$ cat config.mk
export PLATFORM = sky130hd
export DESIGN_NAME = bulk_string_array_parser
export DESIGN_NICKNAME = d
export VERILOG_FILES = /design/src/hw/rtl/bsap_pkg.sv /design/src/hw/rtl/bsap_core.sv /design/src/hw/rtl/bulk_string_array_parser.sv
export SDC_FILE = /design/constraint.sdc
export NUM_CORES = 1
export LEC_CHECK = 0
export BUFFER_PORTS_ARGS = -buffer_cell sky130_fd_sc_hd__buf_2
export CAP_MARGIN = 10
export CORE_MARGIN = 5
export CORE_UTILIZATION = 50
export DETAILED_ROUTE_END_ITERATION = 16
export GPL_TIMING_DRIVEN = 0
export HOLD_SLACK_MARGIN = 0.08
export PLACE_DENSITY = 0.71
export SETUP_SLACK_MARGIN = 0.1
export SYNTH_ARGS = -nofsm -noshare
export SYNTH_HDL_FRONTEND = slang
export SYNTH_HIERARCHICAL = 1
export SYNTH_SLANG_ARGS = --single-unit
$ cat constraint.sdc
create_clock -name clock -period 22.1 [get_ports clock]
set_clock_uncertainty 0.05 [all_clocks]
set_input_delay 6.63 -clock clock [delete_from_list [all_inputs] [get_ports clock]]
set_output_delay 6.63 -clock clock [all_outputs]
set_load 0.05 [all_outputs]
$ cat src/hw/rtl/bsap_pkg.sv
`timescale 1ns / 1ps

package bsap_pkg;

   localparam int NUMBER_MAX_CHARS_DEF = 20;
   localparam int PARAM_LIMIT_MAX_DEF  = 255;

   localparam logic [7:0]  MAX_PARAMS_RESET      = 8'd16;
   localparam logic [23:0] MAX_ITEM_LENGTH_RESET = 24'd1024;

   // shorter buffers hold their status until this position
   localparam logic [31:0] MIN_BUFFER_LAST = 32'd7;

   localparam logic [7:0] CHAR_STAR   = 8'h2a;
   localparam logic [7:0] CHAR_DOLLAR = 8'h24;
   localparam logic [7:0] CHAR_CR     = 8'h0d;
   localparam logic [7:0] CHAR_LF     = 8'h0a;
   localparam logic [7:0] CHAR_PLUS   = 8'h2b;
   localparam logic [7:0] CHAR_MINUS  = 8'h2d;
   localparam logic [7:0] CHAR_ZERO   = 8'h30;
   localparam logic [7:0] CHAR_NINE   = 8'h39;

   localparam logic [2:0] ST_OK         = 3'd0;
   localparam logic [2:0] ST_INCOMPLETE = 3'd1;
   localparam logic [2:0] ST_NO_STAR    = 3'd2;
   localparam logic [2:0] ST_NO_DOLLAR  = 3'd3;
   localparam logic [2:0] ST_BAD_COUNT  = 3'd4;
   localparam logic [2:0] ST_BAD_LENGTH = 3'd5;
   localparam logic [2:0] ST_NO_CRLF    = 3'd6;
   localparam logic [2:0] ST_NONE       = 3'd7;

   localparam int REG_MAX_PARAMS      = 0;
   localparam int REG_MAX_ITEM_LENGTH = 1;

   typedef struct packed {
      logic [7:0] byte_value;
      logic       end_of_buffer;
   } req_type;

   typedef struct packed {
      logic        item_valid;
      logic [7:0]  item_index;
      logic [31:0] item_offset;
      logic [23:0] item_length;
      logic        status_valid;
      logic [2:0]  status_code;
   } rsp_type;

   typedef struct packed {
      logic [7:0]  max_params;
      logic [23:0] max_item_length;
   } cfg_type;

endpackage

$ cat src/hw/rtl/bsap_core.sv
`timescale 1ns / 1ps

module bsap_core #(
   parameter int NUMBER_MAX_CHARS = bsap_pkg::NUMBER_MAX_CHARS_DEF,
   parameter int PARAM_LIMIT_MAX  = bsap_pkg::PARAM_LIMIT_MAX_DEF
) (
   input  logic             clock,
   input  logic             reset,
   input  logic             accept,
   input  bsap_pkg::req_type req,
   input  bsap_pkg::cfg_type cfg,
   output logic             res_valid,
   output bsap_pkg::rsp_type res
);
   import bsap_pkg::*;

   localparam int CHAR_W = $clog2(NUMBER_MAX_CHARS + 1);

   localparam logic [3:0] PH_STAR     = 4'd0;
   localparam logic [3:0] PH_COUNT    = 4'd1;
   localparam logic [3:0] PH_HDR_LF   = 4'd2;
   localparam logic [3:0] PH_DOLLAR   = 4'd3;
   localparam logic [3:0] PH_LEN      = 4'd4;
   localparam logic [3:0] PH_LEN_LF   = 4'd5;
   localparam logic [3:0] PH_DATA     = 4'd6;
   localparam logic [3:0] PH_DAT_CR   = 4'd7;
   localparam logic [3:0] PH_DAT_LF   = 4'd8;
   localparam logic [3:0] PH_CRLF_BAD = 4'd9;
   localparam logic [3:0] PH_DONE     = 4'd10;

   function automatic logic num_ok(input logic neg, input logic [31:0] value,
                                   input logic [31:0] limit);
      num_ok = !neg && (value != 32'd0) && (value <= limit);
   endfunction

   logic [3:0]        phase_ff, phase_in;
   logic [31:0]       pos_ff, pos_in;
   logic [31:0]       value_ff, value_in;
   logic              neg_ff, neg_in;
   logic              stop_ff, stop_in;
   logic [CHAR_W-1:0] chars_ff, chars_in;
   logic [7:0]        expected_ff, expected_in;
   logic [7:0]        counter_ff, counter_in;
   logic [23:0]       remaining_ff, remaining_in;
   logic [31:0]       start_ff, start_in;
   logic [2:0]        held_ff, held_in;
   logic              sent_ff, sent_in;

   logic [7:0]  c;
   logic        eob;
   logic        is_digit, is_sign, take;
   logic [35:0] mac;
   logic [31:0] sat_value;
   logic [31:0] count_limit, len_limit;
   logic [7:0]  cap_params;
   logic [31:0] pos_inc;
   logic [7:0]  counter_inc;
   logic        item, sv;
   logic [2:0]  code;

   always_comb begin
      c        = req.byte_value;
      eob      = req.end_of_buffer;
      is_digit = (c >= CHAR_ZERO) && (c <= CHAR_NINE);
      is_sign  = (c == CHAR_PLUS) || (c == CHAR_MINUS);
      take     = (chars_ff < CHAR_W'(NUMBER_MAX_CHARS)) && (is_digit || is_sign);
      // times ten plus digit, saturate at all ones
      mac = ({4'd0, value_ff} << 3) + ({4'd0, value_ff} << 1)
          + {32'd0, is_digit ? (c[3:0] - CHAR_ZERO[3:0]) : 4'd0};
      sat_value   = (|mac[35:32]) ? 32'hffff_ffff : mac[31:0];
      cap_params  = (cfg.max_params < 8'(PARAM_LIMIT_MAX)) ? cfg.max_params
                                                           : 8'(PARAM_LIMIT_MAX);
      count_limit = {24'd0, cap_params};
      len_limit   = {8'd0, cfg.max_item_length};
      pos_inc     = (pos_ff == 32'hffff_ffff) ? pos_ff : pos_ff + 32'd1;
      counter_inc = counter_ff + 8'd1;

      phase_in     = phase_ff;
      pos_in       = pos_inc;
      value_in     = value_ff;
      neg_in       = neg_ff;
      stop_in      = stop_ff;
      chars_in     = chars_ff;
      expected_in  = expected_ff;
      counter_in   = counter_ff;
      remaining_in = remaining_ff;
      start_in     = start_ff;
      held_in      = held_ff;
      sent_in      = sent_ff;
      item         = 1'b0;
      sv           = 1'b0;
      code         = ST_OK;

      unique case (phase_ff)
         PH_STAR: begin
            if (c == CHAR_STAR) begin
               value_in = 32'd0;
               neg_in   = 1'b0;
               stop_in  = 1'b0;
               chars_in = '0;
               phase_in = PH_COUNT;
            end else begin
               held_in  = ST_NO_STAR;
               phase_in = PH_DONE;
            end
         end
         PH_COUNT, PH_LEN: begin
            if (take) begin
               if (!stop_ff) begin
                  if (is_digit) value_in = sat_value;
                  else if (chars_ff == '0) neg_in = (c == CHAR_MINUS);
                  else stop_in = 1'b1;
               end
               chars_in = chars_ff + CHAR_W'(1);
            end else if (phase_ff == PH_COUNT) begin
               if (!num_ok(neg_ff, value_ff, count_limit)) begin
                  held_in  = ST_BAD_COUNT;
                  phase_in = PH_DONE;
               end else begin
                  expected_in = value_ff[7:0];
                  phase_in    = (c == CHAR_CR) ? PH_HDR_LF : PH_CRLF_BAD;
               end
            end else begin
               if (!num_ok(neg_ff, value_ff, len_limit)) begin
                  held_in  = ST_BAD_LENGTH;
                  phase_in = PH_DONE;
               end else begin
                  remaining_in = value_ff[23:0];
                  phase_in     = (c == CHAR_CR) ? PH_LEN_LF : PH_CRLF_BAD;
               end
            end
         end
         PH_HDR_LF: begin
            if (c == CHAR_LF) begin
               phase_in = PH_DOLLAR;
            end else begin
               held_in  = ST_NO_CRLF;
               phase_in = PH_DONE;
            end
         end
         PH_DOLLAR: begin
            if (c == CHAR_DOLLAR) begin
               value_in = 32'd0;
               neg_in   = 1'b0;
               stop_in  = 1'b0;
               chars_in = '0;
               phase_in = PH_LEN;
            end else begin
               held_in  = ST_NO_DOLLAR;
               phase_in = PH_DONE;
            end
         end
         PH_LEN_LF: begin
            if (c == CHAR_LF) begin
               start_in = pos_inc;
               phase_in = PH_DATA;
            end else begin
               held_in  = ST_NO_CRLF;
               phase_in = PH_DONE;
            end
         end
         PH_DATA: begin
            if (remaining_ff != 24'd0) remaining_in = remaining_ff - 24'd1;
            if (remaining_ff <= 24'd1) phase_in = PH_DAT_CR;
         end
         PH_DAT_CR: begin
            phase_in = (c == CHAR_CR) ? PH_DAT_LF : PH_CRLF_BAD;
         end
         PH_DAT_LF: begin
            if (c != CHAR_LF) begin
               held_in  = ST_NO_CRLF;
               phase_in = PH_DONE;
            end else begin
               item       = 1'b1;
               counter_in = counter_inc;
               if (counter_inc == expected_ff) begin
                  held_in  = ST_OK;
                  phase_in = PH_DONE;
               end else begin
                  phase_in = PH_DOLLAR;
               end
            end
         end
         PH_CRLF_BAD: begin
            held_in  = ST_NO_CRLF;
            phase_in = PH_DONE;
         end
         default: ;
      endcase

      // buffer ends inside a number: check it as it stands
      if (eob && (held_in == ST_NONE) && (chars_in != '0)) begin
         if (phase_in == PH_COUNT && !num_ok(neg_in, value_in, count_limit)) begin
            held_in  = ST_BAD_COUNT;
            phase_in = PH_DONE;
         end else if (phase_in == PH_LEN && !num_ok(neg_in, value_in, len_limit)) begin
            held_in  = ST_BAD_LENGTH;
            phase_in = PH_DONE;
         end
      end

      if (!sent_ff) begin
         if (held_in != ST_NONE && pos_ff >= MIN_BUFFER_LAST) begin
            sv   = 1'b1;
            code = held_in;
         end else if (eob) begin
            sv   = 1'b1;
            code = ST_INCOMPLETE;
         end
         if (sv) sent_in = 1'b1;
      end

      // rearm for the next buffer
      if (eob) begin
         phase_in     = PH_STAR;
         pos_in       = 32'd0;
         value_in     = 32'd0;
         neg_in       = 1'b0;
         stop_in      = 1'b0;
         chars_in     = '0;
         expected_in  = 8'd0;
         counter_in   = 8'd0;
         remaining_in = 24'd0;
         start_in     = 32'd0;
         held_in      = ST_NONE;
         sent_in      = 1'b0;
      end

      res = '0;
      if (item) begin
         res.item_valid  = 1'b1;
         res.item_index  = counter_ff;
         res.item_offset = start_ff;
         res.item_length = value_ff[23:0];
      end
      if (sv) begin
         res.status_valid = 1'b1;
         res.status_code  = code;
      end
      res_valid = accept && (item || sv);
   end

   always_ff @(posedge clock) begin
      if (reset) begin
         phase_ff     <= PH_STAR;
         pos_ff       <= 32'd0;
         value_ff     <= 32'd0;
         neg_ff       <= 1'b0;
         stop_ff      <= 1'b0;
         chars_ff     <= '0;
         expected_ff  <= 8'd0;
         counter_ff   <= 8'd0;
         remaining_ff <= 24'd0;
         start_ff     <= 32'd0;
         held_ff      <= ST_NONE;
         sent_ff      <= 1'b0;
      end else if (accept) begin
         phase_ff     <= phase_in;
         pos_ff       <= pos_in;
         value_ff     <= value_in;
         neg_ff       <= neg_in;
         stop_ff      <= stop_in;
         chars_ff     <= chars_in;
         expected_ff  <= expected_in;
         counter_ff   <= counter_in;
         remaining_ff <= remaining_in;
         start_ff     <= start_in;
         held_ff      <= held_in;
         sent_ff      <= sent_in;
      end
   end

endmodule

$ cat src/hw/rtl/bulk_string_array_parser.sv
`timescale 1ns / 1ps

// Parser for a request buffer holding "*count CRLF" and count items of
// "$length CRLF data CRLF", fed one byte per transfer on the req_ channel
// (end_of_buffer marks the last byte and rearms the parser).
// Each finished item yields an rsp_ transfer with its index, data offset and
// length; the final status comes once per buffer, together with an item if
// both fall on the same byte. Item reports hold only when the status is ok.
// Bytes without a report produce no rsp_ transfer.
// A report is registered onto rsp_ (via the skid register if rsp_ stalls).
// Throughput: one byte per cycle while req_stall is low; the per-byte state
// update and the times-ten step of number parsing sit in a single register
// stage. A stalled rsp_ holds its output register; one more report goes into
// a skid register, after which req_stall rises until the output drains.
// Reset (synchronous) returns the parser to expect '*' and loads the limit
// registers with their defaults (16 params, 1024 byte items).
// Limit registers: max_params at address 0, max_item_length at address 4.
module bulk_string_array_parser #(
   parameter int NUMBER_MAX_CHARS = bsap_pkg::NUMBER_MAX_CHARS_DEF,
   parameter int PARAM_LIMIT_MAX  = bsap_pkg::PARAM_LIMIT_MAX_DEF
) (
   input  logic              clock,
   input  logic              reset,
   input  logic              req_valid,
   output logic              req_stall,
   input  bsap_pkg::req_type req_data,
   output logic              rsp_valid,
   input  logic              rsp_stall,
   output bsap_pkg::rsp_type rsp_data,
   input  logic              psel,
   input  logic              penable,
   input  logic              pwrite,
   input  logic [2:0]        paddr,
   input  logic [31:0]       pwdata,
   output logic [31:0]       prdata,
   output logic              pready
);
   import bsap_pkg::*;

   cfg_type cfg_ff, cfg_in;
   logic    accept;
   logic    res_valid;
   rsp_type res;
   logic    out_valid_ff, out_valid_in;
   rsp_type out_data_ff, out_data_in;
   logic    skid_valid_ff, skid_valid_in;
   rsp_type skid_data_ff, skid_data_in;

   assign pready = 1'b1;

   always_comb begin
      cfg_in = cfg_ff;
      if (psel && penable && pwrite && pready) begin
         if (paddr[2] == 1'(REG_MAX_ITEM_LENGTH)) cfg_in.max_item_length = pwdata[23:0];
         else cfg_in.max_params = pwdata[7:0];
      end
      if (paddr[2] == 1'(REG_MAX_ITEM_LENGTH)) prdata = {8'd0, cfg_ff.max_item_length};
      else prdata = {24'd0, cfg_ff.max_params};
   end

   assign req_stall = skid_valid_ff;
   assign accept    = req_valid && !req_stall;

   bsap_core #(
      .NUMBER_MAX_CHARS(NUMBER_MAX_CHARS),
      .PARAM_LIMIT_MAX (PARAM_LIMIT_MAX)
   ) u_core (
      .clock    (clock),
      .reset    (reset),
      .accept   (accept),
      .req      (req_data),
      .cfg      (cfg_ff),
      .res_valid(res_valid),
      .res      (res)
   );

   always_comb begin
      out_valid_in  = out_valid_ff;
      out_data_in   = out_data_ff;
      skid_valid_in = skid_valid_ff;
      skid_data_in  = skid_data_ff;
      if (out_valid_ff && rsp_stall) begin
         // hold the output, park a new report in the skid register
         if (res_valid) begin
            skid_valid_in = 1'b1;
            skid_data_in  = res;
         end
      end else if (skid_valid_ff) begin
         out_valid_in  = 1'b1;
         out_data_in   = skid_data_ff;
         skid_valid_in = 1'b0;
      end else begin
         out_valid_in = res_valid;
         out_data_in  = res;
      end
   end

   always_ff @(posedge clock) begin
      if (reset) begin
         cfg_ff.max_params      <= MAX_PARAMS_RESET;
         cfg_ff.max_item_length <= MAX_ITEM_LENGTH_RESET;
         out_valid_ff           <= 1'b0;
         skid_valid_ff          <= 1'b0;
      end else begin
         cfg_ff        <= cfg_in;
         out_valid_ff  <= out_valid_in;
         skid_valid_ff <= skid_valid_in;
      end
   end

   always_ff @(posedge clock) begin
      out_data_ff  <= out_data_in;
      skid_data_ff <= skid_data_in;
   end

   assign rsp_valid = out_valid_ff;
   assign rsp_data  = out_data_ff;

endmodule
### Yosys cells after proc, flatten, opt, wreduce, memory -nomap -nowiden

Index checks and enable logic that the tools add are counted.

| storage, ports and cells | value |
|---|---|
| bits in registers | 323 |
| latch bits | 0 |
| memory bits (writable) | 0 |
| bits in read-only memories | 0 |
| input port bits | 51 |
| output and inout port bits | 104 |
| word-level logic and storage cells | 229 |
| memories | 0 |

| operators by class | value |
|---|---|
| $add $sub $neg | 6 |
| multiply operators | 0 |
| divide/modulo/power cells | 0 |
| $lt $le $gt $ge | 10 |
| eq/ne operators | 31 |
| shifts and indexed selects | 0 |
| multiplexer cells | 100 |
| bitwise operators | 2 |
| reduce and logical (&&, ||, !) cells | 52 |

Operators with widths:

| kind | number |
|---|---|
| two-way mux 32 bit | 12 |
| two-way mux 24 bit | 6 |
| case mux 32 bit (3 select lines) | 1 |
| two-way mux 4 bit | 19 |
| two-way mux 8 bit | 9 |
| two-way mux 69 bit | 1 |
| two-way mux 65 bit | 1 |
| less-or-equal comparator 32 x 24 -> 1 bit | 2 |
| less-or-equal comparator 32 x 8 -> 1 bit | 2 |
| nonzero test 32 bit | 2 |
| case mux 24 bit (2 select lines) | 1 |
| two-way mux 3 bit | 15 |
| adder 35 x 33 -> 36 bit | 1 |
| adder 36 x 4 -> 36 bit | 1 |
| case mux 4 bit (9 select lines) | 1 |
| adder 32 x 1 -> 32 bit, second input constant | 1 |
| == test 32 bit, second input constant | 1 |
| == test 8 x 6 -> 1 bit, second input constant | 4 |
| >= comparator 32 x 3 -> 1 bit, second input constant | 1 |
| two-way mux 1 bit | 26 |
| less-or-equal comparator 24 x 1 -> 1 bit, second input constant | 1 |
| nonzero test 24 bit | 1 |
| subtractor 24 x 1 -> 24 bit, second input constant | 1 |
| == test 4 x 3 -> 1 bit, second input constant | 5 |
| other kinds (36) | 86 |

### Logic depth before layout (Yosys ltp)

| logic depth | value |
|---|---|
| depth in word-level cells | 26 |
| depth in mapped cells | 34 |
| gate-level depth less buffers | 33 |

### By module

Netlist, hierarchy kept.

By module, submodules not included:

| module | instances | cells each | area an instance (um^2) | seq. area each (um^2) |
|---|---|---|---|---|
| bsap_core | 1 | 1861 | 13402.9 | 3022.9 |
| bulk_string_array_parser | 1 | 394 | 6729.0 | 4824.6 |

### Worst setup path before layout

OpenSTA, ideal clock, no wires.

| timing | value |
|---|---|
| path type | input -> output |
| start | input paddr[2] |
| end | output prdata[11] |
| data arrival time | 7.371 ns |
| required time | 15.420 ns |
| slack | 8.049 ns |
| stages on the path | 3 |
| path buffers | 2 |
| cells stage by stage | buf_6 > clkbuf_1 > and2_1 |

| on the way | value |
|---|---|
| longest elaborated chain between the ends | 1 |

Ends and longest elaborated chain:

| element | line | source |
|---|---|---|
| start: declaration | bulk_string_array_parser.sv:33 | `input logic [2:0] paddr,` |
| two-way mux 24 bit | bulk_string_array_parser.sv:57 | `if (paddr[2] == 1'(REG_MAX_ITEM_LENGTH)) prdata = {8'd0, cfg_ff.max_item_length};` |
| end: declaration | bulk_string_array_parser.sv:35 | `output logic [31:0] prdata,` |

No other way between the ends.

==> run summary <==
• run status: completed
• core area: 0.03982 mm^2
• Top-Level Pins: 155
• Syn-to-layout area delta: 12.41%
• average size of a mapped cell: 8.928 um^2
• Die Area: 0.04438 mm^2
• synth warn: 6
• largest driver fanout on the critical path: 10
• slew at the pin with the worst max-slew slack: 1.047 ns
• critical-path cell with the highest stage delay: sky130_fd_sc_hd__o31ai_2
• clock group share of total power: 0.436
• CP peak stage delay: 0.63 ns
• Crit path depth: 34
• unrepaired setup endpoints after global routing: no
• most frequent standard cell in the layout excluding fill and tap cells: sky130_fd_sc_hd__nor2_1
• CTS resizes: 0
• share of layout cells above drive strength 1: 0.1307
• total track usage: 0.2755
• clock tree from TritonCTS: done
• power density over the cells: 58.37 mW/mm^2
• kind of end point of the critical path: flop
• sequential-to-total area share from yosys stat: 0.3898
• worst setup path startpoint: req_data[7]
• Final Max Tran Viols: 0
• insertion delay to the later sink of the worst-skew pair: 0.55 ns
• width of the chip: 210.7 um
• number of optimization iterations in the first detailed-route pass: 6
• DIE HEIGHT: 210.7 um
• fin cells: 2,989
• power dissipated by switching net loads: 0.3321 mW
• total number of vias: 18,230
• primary flip-flop cell chosen by synthesis mapping: sky130_fd_sc_hd__dfxtp_1
• number of I/O port buffers: 134
• post-placement cell count: 2,921
• largest net degree at the start of global routing: 72
• sum of overflow across all layers after global routing: 0
• count of maximum capacitance violations: 0
• startpoint type of the worst setup path: input port
• most frequent cells in the layout: sky130_fd_sc_hd__nor2_1 (266), sky130_fd_sc_hd__dfxtp_1 (185), sky130_fd_sc_hd__a21oi_1 (180)
• setup total negative slack: 0 ns
• CP endpoint: rsp_data[0]
• flop-to-flop setup slack: 13.33 ns
• count of filler cells inserted in the layout: 3,655
• clock buffers created by TritonCTS: 37
• hold buffer count at cts: 0
• Initial Utilization: 0.5055
• combinational power share: 0.084
• vias in the first global route: 17,370
• Syn Inst Count: 2,255
• Hold Vio Cnt, Final: 0
• Setup violations, final: 0
• post-layout min period: 14.74 ns
• cell count of the worst reg-to-reg path: 28
• sink count of the clock tree: 323
• violation count after the first detailed-route iteration: 1,753
• per-cell via count in the routed design: 6.100
• Clock Tree Buf Depth: 3
• post-route ant nets: 0
• class of the most critical hold timing path: reg -> reg
• antenna violations before repair: 4
• Critical Path RT: 22.35 ns
• maximum clock rate: 67.86 MHz
• critical path type: in -> reg
• post-detailed-placement half-perimeter wirelength: 47,450 um
• number of flops mapped to enable cells by yosys: 138
• register clock-pin slew on the reported worst setup and hold paths: 0.06 ns
• global-route wire length before repair: 97,900 um
• share of synthesized flip-flops with an asynchronous set or reset: 0
• IR drop worst, VDD: 0.05702 mV
• Worst slew margin: 0.2956
• total DRC errors in the routed layout: 0
• synthesized cell area: 0.02013 mm^2
• combined buffer and inverter count along the critical path: 3
• arrival time worst endpoint: 14.99 ns
• Root Buffer: sky130_fd_sc_hd__clkbuf_16
• cell-internal power: 0.9889 mW
• routed wirelength normalized by instance count: 21.19 um
• critical register-to-register path endpoint: rsp_data[0]
• routability cong.: 0.9606
• maximum level of the CTS H-tree: 2
• post-CTS setup buffers: 0
• Static Leak: 9.272 nW
• Sequential Area: 0.007848 mm^2
• area of combinational cells with multiple inputs: 0.01142 mm^2
• register share of total power: 0.479
• Layout Nets: 2,621
• launch instance of the worst register-to-register path: u_core/value_ff[2]
• Switching Share: 0.2514
• post-route fraction of the period consumed by the critical path: 0.6668
• std cell rows: 73
• number of distinct library cell variants in the gate-level netlist after synthesis: 92
• count of antenna diodes in the layout: 0
• FF+latch count, synth: 323
• cell type group with the largest total delay on the critical path: compound AO/OA/AOI/OAI gates
• routed wire length: 63,340 um
• min-delay src: u_core/start_ff[2]
layout make-up:
class                      instances  area share
multi-input combinational       1731      0.5048
timing repair buffer             134     0.02963
inverter                          70     0.01161
tap                              525     0.02903
clock inverter                    12    0.003594
buffer                           138     0.02809
clock buffer                      56     0.04644
sequential                       323      0.3468
worst min-delay path, cell delays in order, from the launching register on:
cell and delay, ns:
sky130_fd_sc_hd__dfxtp_1 0.30, sky130_fd_sc_hd__nand2_1 0.05, sky130_fd_sc_hd__a21oi_1 0.05
kinds of logic (layout without fill, tap and decap cells):
kind of cell,Yosys count,after routing,synth area share
AND/OR/NAND/NOR,841,841,0.2066
adder cells (fa/ha/maj),135,135,0.08465
multiplexers,122,122,0.06557
flip-flops,323,323,0.3898
AO/OA/AOI/OAI,555,555,0.1776
other,2,9,0.0003730
XOR/XNOR,69,69,0.03070
buffers and inverters,208,410,0.04462
sequential cells by signal, indices dropped and copies added (netlist names):
signal,count
u_core/sent_ff,1
rsp_valid,1
req_stall,1
rsp_data,69
u_core/start_ff,32
u_core/value_ff,32
u_core/expected_ff,8
u_core/neg_ff,1
u_core/remaining_ff,24
u_core/held_ff,3
cfg_ff,32
u_core/stop_ff,1
u_core/phase_ff,4
u_core/pos_ff,32
u_core/counter_ff,8
skid_data_ff,69
u_core/chars_ff,5
synth_stat cells (9+ instances only):
cell type / number / area, um^2
sky130_fd_sc_hd__xor2_1: 40 / 350.3
sky130_fd_sc_hd__o21ai_0: 106 / 530.5
sky130_fd_sc_hd__and3_1: 12 / 75.07
sky130_fd_sc_hd__mux2i_1: 43 / 430.4
sky130_fd_sc_hd__ha_1: 133 / 1664
sky130_fd_sc_hd__dfxtp_1: 185 / 3704
sky130_fd_sc_hd__buf_4: 13 / 97.59
sky130_fd_sc_hd__clkbuf_1: 102 / 382.9
sky130_fd_sc_hd__nor2_1: 266 / 998.5
sky130_fd_sc_hd__nand4_1: 31 / 193.9
sky130_fd_sc_hd__o211ai_1: 10 / 75.07
sky130_fd_sc_hd__buf_2: 14 / 70.07
sky130_fd_sc_hd__o21ai_1: 12 / 60.06
sky130_fd_sc_hd__o31ai_1: 9 / 67.56
sky130_fd_sc_hd__a21o_1: 23 / 172.7
sky130_fd_sc_hd__or3_1: 17 / 106.4
sky130_fd_sc_hd__nand2_1: 166 / 623.1
sky130_fd_sc_hd__xnor2_1: 28 / 245.2
sky130_fd_sc_hd__mux2_2: 78 / 878.3
sky130_fd_sc_hd__or2_2: 9 / 56.30
sky130_fd_sc_hd__inv_1: 68 / 255.2
sky130_fd_sc_hd__and2_1: 88 / 550.5
sky130_fd_sc_hd__a211oi_1: 14 / 105.1
sky130_fd_sc_hd__a21oi_1: 180 / 900.9
sky130_fd_sc_hd__nor2b_1: 14 / 87.58
sky130_fd_sc_hd__nor3_1: 53 / 265.3
sky130_fd_sc_hd__nand2b_1: 69 / 431.7
sky130_fd_sc_hd__a31oi_1: 17 / 106.4
sky130_fd_sc_hd__nor4_1: 27 / 168.9
sky130_fd_sc_hd__o21a_1: 12 / 90.09
sky130_fd_sc_hd__edfxtp_1: 138 / 4144
sky130_fd_sc_hd__a22oi_1: 81 / 608.1
sky130_fd_sc_hd__nand3_1: 53 / 265.3
sky130_fd_sc_hd__a2111oi_0: 10 / 87.58
worst min path at each step:
stage	to	slack, ns	cells after the start
2_1_floorplan	u_core/start_ff[11]	0.38	2
3_3_place_gp	u_core/start_ff[11]	0.39	2
3_5_place_dp	u_core/start_ff[13]	0.40	2
4_1_cts	u_core/start_ff[13]	0.40	2
5_1_grt	u_core/start_ff[20]	0.44	2
6_report	u_core/start_ff[2]	0.40	2
stage by stage:
stage | util | setup WS, ns | area [um^2] | hold WS, ns | power (mW)
after floorplan | - | 8.049 | 20160 | 0.3817 | 0.7214
after global placement | 0.5395 | 7.080 | 21490 | 0.3890 | 0.7538
after detailed placement | 0.5398 | 7.036 | 21500 | 0.3959 | 0.7553
after CTS | 0.5683 | 7.575 | 22630 | 0.4040 | 1.331
after global routing | 0.5683 | 7.119 | 22630 | 0.4387 | 1.367
final | 0.5683 | 7.363 | 22630 | 0.4035 | 1.321
per-layer routing:
layer | part of all wire | GRT usage
met1 | 0.42 | 0.3633
met3 | 0.075 | 0.04723
met4 | 0.045 | 0.1098
met2 | 0.46 | 0.4534
met5 | 0.00087 | 0
power by group through the flow:
stage          logic (mW)  clock network, mW  registers (mW)
3_5_place_dp        0.110                  0           0.646
3_3_place_gp        0.108                  0           0.646
5_1_grt             0.118              0.616           0.633
2_1_floorplan      0.0561                  0           0.665
6_report            0.111              0.577           0.633
4_1_cts             0.110              0.588           0.633
Note: power is estimated with default switching activity, not from simulation.
